`src/design/gpi_pkg.sv`:
```
package gpi_pkg;

    localparam int ADDR_WIDTH      = 16;
    localparam int MESH_WIDTH      = 8;
    localparam int INDEX_WIDTH     = 24;
    localparam int CFG_INDEX_WIDTH = 2;

    // action codes
    localparam logic ACT_DOUBLED = 1'b0;
    localparam logic ACT_PLAIN   = 1'b1;

    // configuration register indexes
    localparam logic [CFG_INDEX_WIDTH-1:0] REG_MESH_X = 2'd0;
    localparam logic [CFG_INDEX_WIDTH-1:0] REG_MESH_Y = 2'd1;
    localparam logic [CFG_INDEX_WIDTH-1:0] REG_MESH_Z = 2'd2;

    localparam logic [MESH_WIDTH-1:0] MESH_RESET = MESH_WIDTH'(1);

    typedef struct packed {
        logic                         action;
        logic signed [ADDR_WIDTH-1:0] address_x;
        logic signed [ADDR_WIDTH-1:0] address_y;
        logic signed [ADDR_WIDTH-1:0] address_z;
    } addr_item_t;

    typedef struct packed {
        logic [INDEX_WIDTH-1:0] grid_index;
        logic                   mesh_valid;
    } index_item_t;

endpackage

```
`src/design/gpi_euclid_lane.sv`:
```
module gpi_euclid_lane
(
    input  logic                                    clk,
    input  logic                                    en,
    input  logic                                    action,
    input  logic signed [gpi_pkg::ADDR_WIDTH-1:0]   coord,
    input  logic        [gpi_pkg::MESH_WIDTH-1:0]   modulus,
    output logic        [gpi_pkg::MESH_WIDTH-1:0]   residue
);
    import gpi_pkg::*;

    localparam int W  = ADDR_WIDTH;
    localparam int MW = MESH_WIDTH;

    logic signed [W-1:0]  halved;
    logic        [W-1:0]  mag_next;
    logic        [W-1:0]  mag_reg [0:W-1];
    logic                 neg_reg [0:W];
    logic        [MW-1:0] rem_reg [0:W];
    logic        [MW-1:0] residue_reg;
    logic        [MW-1:0] residue_next;

    // halve doubled addresses (floor), then split into sign and magnitude
    assign halved   = (action == ACT_DOUBLED) ? (coord >>> 1) : coord;
    assign mag_next = halved[W-1] ? W'(-halved) : W'(halved);

    always_ff @(posedge clk)
    begin
        if (en)
        begin
            mag_reg[0] <= mag_next;
            neg_reg[0] <= halved[W-1];
            rem_reg[0] <= '0;
        end
    end

    // one magnitude bit per stage, MSB first: shift in, compare, subtract
    for (genvar k = 1; k <= W; k++)
    begin : g_rem
        logic [MW:0]   trial;
        logic [MW-1:0] rem_next;

        assign trial = {rem_reg[k-1], mag_reg[k-1][W-k]};

        always_comb
        begin
            if (trial >= {1'b0, modulus})
                rem_next = MW'(trial - {1'b0, modulus});
            else
                rem_next = MW'(trial);
        end

        always_ff @(posedge clk)
        begin
            if (en)
            begin
                rem_reg[k] <= rem_next;
                neg_reg[k] <= neg_reg[k-1];
            end
        end

        if (k < W)
        begin : g_mag
            always_ff @(posedge clk)
            begin
                if (en)
                    mag_reg[k] <= mag_reg[k-1];
            end
        end
    end

    // fold negative values back into 0 .. modulus-1
    assign residue_next = (neg_reg[W] && (rem_reg[W] != '0)) ? (modulus - rem_reg[W])
                                                              : rem_reg[W];

    always_ff @(posedge clk)
    begin
        if (en)
            residue_reg <= residue_next;
    end

    assign residue = residue_reg;

endmodule

```
`src/design/gpi_index_mac.sv`:
```
module gpi_index_mac
(
    input  logic                                clk,
    input  logic                                en,
    input  logic [gpi_pkg::MESH_WIDTH-1:0]      rx,
    input  logic [gpi_pkg::MESH_WIDTH-1:0]      ry,
    input  logic [gpi_pkg::MESH_WIDTH-1:0]      rz,
    input  logic [gpi_pkg::MESH_WIDTH-1:0]      mx,
    input  logic [gpi_pkg::MESH_WIDTH-1:0]      my,
    input  logic                                mesh_ok,
    output gpi_pkg::index_item_t                result
);
    import gpi_pkg::*;

    localparam int MW  = MESH_WIDTH;
    localparam int PW2 = 2 * MW;
    localparam int PW3 = 3 * MW;

    logic [PW2-1:0]         py_reg;
    logic [PW2-1:0]         pxy_reg;
    logic [MW-1:0]          rx1_reg;
    logic [MW-1:0]          rz1_reg;
    logic [PW3-1:0]         zprod;
    logic [INDEX_WIDTH-1:0] zterm_reg;
    logic [INDEX_WIDTH-1:0] sum1_reg;
    index_item_t            result_reg;
    index_item_t            result_next;

    // stage 1: y*mx and mx*my
    always_ff @(posedge clk)
    begin
        if (en)
        begin
            py_reg  <= PW2'(ry) * PW2'(mx);
            pxy_reg <= PW2'(mx) * PW2'(my);
            rx1_reg <= rx;
            rz1_reg <= rz;
        end
    end

    // stage 2: z*mx*my and x + y*mx
    assign zprod = PW3'(rz1_reg) * PW3'(pxy_reg);

    always_ff @(posedge clk)
    begin
        if (en)
        begin
            zterm_reg <= INDEX_WIDTH'(zprod);
            sum1_reg  <= INDEX_WIDTH'(rx1_reg) + INDEX_WIDTH'(py_reg);
        end
    end

    // stage 3: final add, force zero on an invalid mesh
    always_comb
    begin
        result_next.mesh_valid = mesh_ok;
        result_next.grid_index = mesh_ok ? (sum1_reg + zterm_reg) : '0;
    end

    always_ff @(posedge clk)
    begin
        if (en)
            result_reg <= result_next;
    end

    assign result = result_reg;

endmodule

```
`src/design/grid_point_index_from_address.sv`:
```
// Channel   Direction  Handshake                  Payload
// addr      in         addr_valid / addr_stall    addr_item_t  (action, address_x/y/z)
// index     out        index_valid / index_stall  index_item_t (grid_index, mesh_valid)
// cfg       in         cfg_we                     cfg_index, cfg_data (mesh_x/y/z)
//
// Throughput: one transfer per cycle on each side while index is not stalled.
// The remainder chain retires one magnitude bit per stage in each of the three axis lanes.
// Reset clears the valid line and loads mesh sizes of 1; the datapath is not reset.
// A stall on index with a result waiting freezes the whole pipeline and stalls addr;
// bubbles are carried along, nothing is dropped or repeated.
module grid_point_index_from_address
(
    input  logic                                    clk,
    input  logic                                    rst_n,
    input  logic                                    addr_valid,
    output logic                                    addr_stall,
    input  gpi_pkg::addr_item_t                     addr,
    output logic                                    index_valid,
    input  logic                                    index_stall,
    output gpi_pkg::index_item_t                    index,
    input  logic                                    cfg_we,
    input  logic [gpi_pkg::CFG_INDEX_WIDTH-1:0]     cfg_index,
    input  logic [gpi_pkg::MESH_WIDTH-1:0]          cfg_data
);
    import gpi_pkg::*;

    // lane: capture + ADDR_WIDTH remainder stages + fold; then three mac stages
    localparam int LAT = ADDR_WIDTH + 5;

    logic [MESH_WIDTH-1:0] mesh_x_reg;
    logic [MESH_WIDTH-1:0] mesh_y_reg;
    logic [MESH_WIDTH-1:0] mesh_z_reg;
    logic [LAT-1:0]        valid_reg;
    logic [LAT-1:0]        valid_next;
    logic                  en;
    logic                  mesh_ok;
    logic [MESH_WIDTH-1:0] res_x;
    logic [MESH_WIDTH-1:0] res_y;
    logic [MESH_WIDTH-1:0] res_z;

    // Configuration registers; indexes past mesh_z are dropped.
    always_ff @(posedge clk or negedge rst_n)
    begin
        if (!rst_n)
        begin
            mesh_x_reg <= MESH_RESET;
            mesh_y_reg <= MESH_RESET;
            mesh_z_reg <= MESH_RESET;
        end
        else if (cfg_we)
        begin
            unique case (cfg_index)
                REG_MESH_X: mesh_x_reg <= cfg_data;
                REG_MESH_Y: mesh_y_reg <= cfg_data;
                REG_MESH_Z: mesh_z_reg <= cfg_data;
                default:    ;
            endcase
        end
    end

    assign mesh_ok = (mesh_x_reg != '0) && (mesh_y_reg != '0) && (mesh_z_reg != '0);

    // Advance everything unless a finished result is held by the consumer.
    assign en         = !(valid_reg[LAT-1] && index_stall);
    assign addr_stall = !en;

    // Valid bits ride alongside the datapath stages.
    assign valid_next = {valid_reg[LAT-2:0], addr_valid};

    always_ff @(posedge clk or negedge rst_n)
    begin
        if (!rst_n)
            valid_reg <= '0;
        else if (en)
            valid_reg <= valid_next;
    end

    // Three Euclidean-modulo lanes, one per axis.
    gpi_euclid_lane u_lane_x
    (
        .clk     (clk),
        .en      (en),
        .action  (addr.action),
        .coord   (addr.address_x),
        .modulus (mesh_x_reg),
        .residue (res_x)
    );

    gpi_euclid_lane u_lane_y
    (
        .clk     (clk),
        .en      (en),
        .action  (addr.action),
        .coord   (addr.address_y),
        .modulus (mesh_y_reg),
        .residue (res_y)
    );

    gpi_euclid_lane u_lane_z
    (
        .clk     (clk),
        .en      (en),
        .action  (addr.action),
        .coord   (addr.address_z),
        .modulus (mesh_z_reg),
        .residue (res_z)
    );

    // Combine the residues into the linear index, x fastest.
    gpi_index_mac u_mac
    (
        .clk     (clk),
        .en      (en),
        .rx      (res_x),
        .ry      (res_y),
        .rz      (res_z),
        .mx      (mesh_x_reg),
        .my      (mesh_y_reg),
        .mesh_ok (mesh_ok),
        .result  (index)
    );

    assign index_valid = valid_reg[LAT-1];

    // An accepted transfer always lands in the first stage.
    a_accept_enters: assert property (@(posedge clk) disable iff (!rst_n)
        (addr_valid && !addr_stall) |=> valid_reg[0])
        else $error("accepted address did not enter the pipeline");

    // A held result freezes the valid line.
    a_freeze: assert property (@(posedge clk) disable iff (!rst_n)
        !en |=> $stable(valid_reg))
        else $error("valid line moved while stalled");

    // An invalid mesh always yields index zero.
    a_invalid_zero: assert property (@(posedge clk) disable iff (!rst_n)
        (index_valid && !index.mesh_valid) |-> (index.grid_index == '0))
        else $error("nonzero index on invalid mesh");

endmodule
```
`config.mk`:
```
export PLATFORM = sky130hd
export DESIGN_NAME = grid_point_index_from_address
export DESIGN_NICKNAME = d
export VERILOG_FILES = /design/src/design/gpi_pkg.sv /design/src/design/gpi_euclid_lane.sv /design/src/design/gpi_index_mac.sv /design/src/design/grid_point_index_from_address.sv
export SDC_FILE = /design/constraint.sdc
export NUM_CORES = 2
export LEC_CHECK = 0
export BUFFER_PORTS_ARGS = -buffer_cell sky130_fd_sc_hd__buf_2
export CORE_UTILIZATION = 30
export DETAILED_ROUTE_END_ITERATION = 6
export PLACE_DENSITY = 0.54
export SLEW_MARGIN = 30
export SYNTH_ARGS = -nofsm -noshare
export SYNTH_HDL_FRONTEND = slang
export SYNTH_SLANG_ARGS = --single-unit
```
`constraint.sdc`:
```
create_clock -name clk -period 73.5 [get_ports clk]
set_input_delay 7.35 -clock clk [delete_from_list [all_inputs] [get_ports clk]]
set_output_delay 7.35 -clock clk [all_outputs]
set_load 0.005 [all_outputs]
```
==> impl_metrics.csv <==
group,metric,value,unit
status,outcome,"finished with violations",
status,violations,"design-rule violations",
synthesis,synth_nets,5967,
place,post-place-ws,57.62,ns
grt,grt_pass1_wl,203000,um
timing,max_slew_margin,34.8,%
grt,grt_max_degree,179,
place,place_congestion,0.810,
grt,grt_pass1_vias,38419,
setup_path,slowest_stage,"nand2_4",
die,std_cell_rows,165,
timing,finalClockSkew,0.0446,ns
clock_tree,cts_root_buf,"clkbuf_16",
setup_path,startpoint,"index_stall",
die,die_area,206000,um^2
hold_path,hold_class,"reg -> reg",
synthesis,postSynthAreaPerCell,11.9,um^2
setup_path,crit_cells,4,
timing,setup_slack,57.66,ns
final_layout,areaGrowthSynthToFinish,13.1,%
setup_path,cpPeakStageDelay,0.43,ns
synthesis,synthesis.area,61300,um^2
setup_path,timing.rr.end,"u_mac.pxy_reg[13]$_DFFE_PN_",
setup_path,crit_chain,"buf_2 -> nand2_4 -> inv_1 -> buf_2",
clock_tree,clk_latency,0.73,ns
timing,max_freq,63.1,MHz
clock_tree,clock_path_buffers,3,
setup_path,reg2reg_from,"mesh_x_reg[1]$_DFFE_PN0P_",
synthesis,ys_seq_elements,1026,
routing,dr.pass1.iters,7,
routing,vias_per_cell,4.73,
clock_tree,post_cts.repair.setup_buffers,0,
setup_path,criticalPathCategory,"in -> out",
synthesis,synth_area_leader_cell,"edfxtp_1",
die,initial_core_util,30.3,%
timing,fin_setup_tns,0,ns
timing,worst_pin_slew,0.977,ns
routing,drtIter0Drc,1981,
clock_tree,clkSlewWorstSetupHoldPaths,0.06,ns
clock_tree,cts_buffers,116,
final_layout,finish.utilization,34.2,%
routing,drtAntennaViolNets,0,
grt,gr-total-overflow,0,
synthesis,ys_seq_area_share,49.9,%
grt,grtUsageTotal,12.1,%
place,hpwlAfterDp,85400,um
setup_path,cp.required,66.15,ns
timing,hold_violations,0,
synthesis,syn-instance-count,5166,
place,placedCellCount,7871,
die,core,203000,um^2
setup_path,worst-path-max-fanout,37,
setup_path,worstPathArrival,8.49,ns
timing,min_period,15.84,ns
run,drv_cap,0,
die,die_w,454,um
clock_tree,cts_tree,"yes",
setup_path,start_kind,"input pin",
setup_path,path_buf_inv,3,
grt,antenna_found_initial,7,
setup_path,reg2reg_depth,16,
clock_tree,ctsHtreeMaxLevel,3,
routing,routed_wl,126000,um
routing,wl_per_cell,15.5,um
clock_tree,cts.sinks,1026,
synthesis,synth_edf_count,981,
synthesis,ys.flop_type,"edfxtp_1",
synthesis,synth.top_cell.area_share,48.0,%
timing,drv_slew,0,
routing,via_count,38281,
clock_tree,hold_buffers,0,
timing,setup_viol,0,
final_layout,final_nets,6119,
clock_tree,ctsResizeCount,0,
setup_path,endpoint,"addr_stall",
final_layout,drive_above_1_share,9.36,%
routing,drc,1,
timing,rsz0062_at_grt,"no",
die,ioPinCount,91,
synthesis,yosys_warnings,0,
synthesis,synthDistinctLibCells,87,
synthesis,yosys-top-cells-area,"edfxtp_1 (48%), ha_1 (11%), fa_1 (6.7%), a21oi_1 (3.6%), xnor2_1 (3.0%)",
final_layout,fin_cells,8093,
synthesis,synth-async-reset-ratio,4.39,%
place,portBuffers,90,
setup_path,cp-end-kind,"output port",
synthesis,synth_common_cells,"edfxtp_1 (981), ha_1 (531), a21oi_1 (444)",
die,die_y,454,um
timing,period_share,21.6,%
setup_path,cp_top_family,"buffers and inverters",
synthesis,post-synth-top-count-cell,"edfxtp_1",
setup_path,crit_path_frequent_cell,"buf_2",
setup_path,reg2reg_slack,68.02,ns
[cell families after synthesis]
group	after synthesis	share of synthesized area, %
AOI/OAI and AO/OA	1063	10.6
xor gates and xnor gates	343	4.90
adders and majority gates	737	17.6
buffers and inverters	493	3.12
DFF	1026	49.9
muxes	153	2.76
and+or+nand+nor	1351	11.2
[worst reg2reg max path, cell delays in order, from the launching register on]
cell      delay [ns]
dfrtp_2         0.38
buf_4           0.31
inv_2           0.74
nor2_1          0.15
fa_1            0.56
inv_1           0.06
fa_1            0.50
fa_1            0.52
fa_1            0.54
inv_1           0.04
ha_1            0.39
nand2_1         0.08
a21oi_1         0.23
a211oi_1        0.11
o41ai_1         0.36
a21oi_1         0.13
xnor2_1         0.14
[layout by cell type, fill, tap and decap left out, types with 24 or more instances in the layout]
cell,instances
and4_1,45
xor2_1,132
nand2_1,215
or3_1,58
a31oi_2,28
nand3_1,34
a221oi_1,45
buf_4,40
clkbuf_16,121
nand4_1,59
xnor2_1,211
inv_1,378
fa_1,206
edfxtp_1,981
dfrtp_1,40
mux2i_1,24
nor3_1,74
nor2b_1,123
buf_2,89
a21o_1,158
o21ai_0,171
nand2b_1,106
ha_1,531
mux2_2,129
and2_1,147
nor2_1,440
o21a_1,60
a21oi_1,444
[area by class of cell]
class / count / area, um^2
multi-input combinational: 3647 / 29000
inverter: 390 / 1470
antenna: 5 / 12.5
tap: 2672 / 3340
sequential: 1026 / 30600
timing repair buffer: 137 / 878
fill: 20024 / 133000
clock inverter: 76 / 957
clock buffer: 140 / 3110
[metal layers]
metal	track usage (%)	wire (um)
met1	16.5	61400
met2	19.8	56900
met3	1.97	4390
met4	3.42	3060
met5	0	0
[worst min path at each step]
stage                                                 start                                  to  slack (ns)  cells after the start
after floorplan           u_lane_x.mag_reg[0][84]$_DFFE_PN_  u_lane_x.mag_reg[0][100]$_DFFE_PN_        0.40                      0
after global placement     u_lane_x.neg_reg[0][7]$_DFFE_PN_    u_lane_x.neg_reg[0][8]$_DFFE_PN_        0.40                      0
after global routing       u_lane_z.mag_reg[2][7]$_DFFE_PN_    u_lane_z.mag_reg[3][7]$_DFFE_PN_        0.42                      0
after detailed placement  u_lane_x.mag_reg[0][27]$_DFFE_PN_   u_lane_x.mag_reg[0][43]$_DFFE_PN_        0.40                      0
final                     u_lane_y.mag_reg[1][64]$_DFFE_PN_   u_lane_y.mag_reg[1][80]$_DFFE_PN_        0.40                      0
after CTS                 u_lane_y.mag_reg[1][64]$_DFFE_PN_   u_lane_y.mag_reg[1][80]$_DFFE_PN_        0.41                      0
[per-stage QoR]
stage	instance area (um^2)	hold WS (ns)
after floorplan	61300	0.400
after global placement	65100	0.400
after detailed placement	65300	0.405
after CTS	69300	0.407
after global routing	69400	0.417
final	69400	0.399
Power is left out: the tool's default activity adds up to more than one toggle a clock period on the data nets, which glitch-free logic cannot reach.
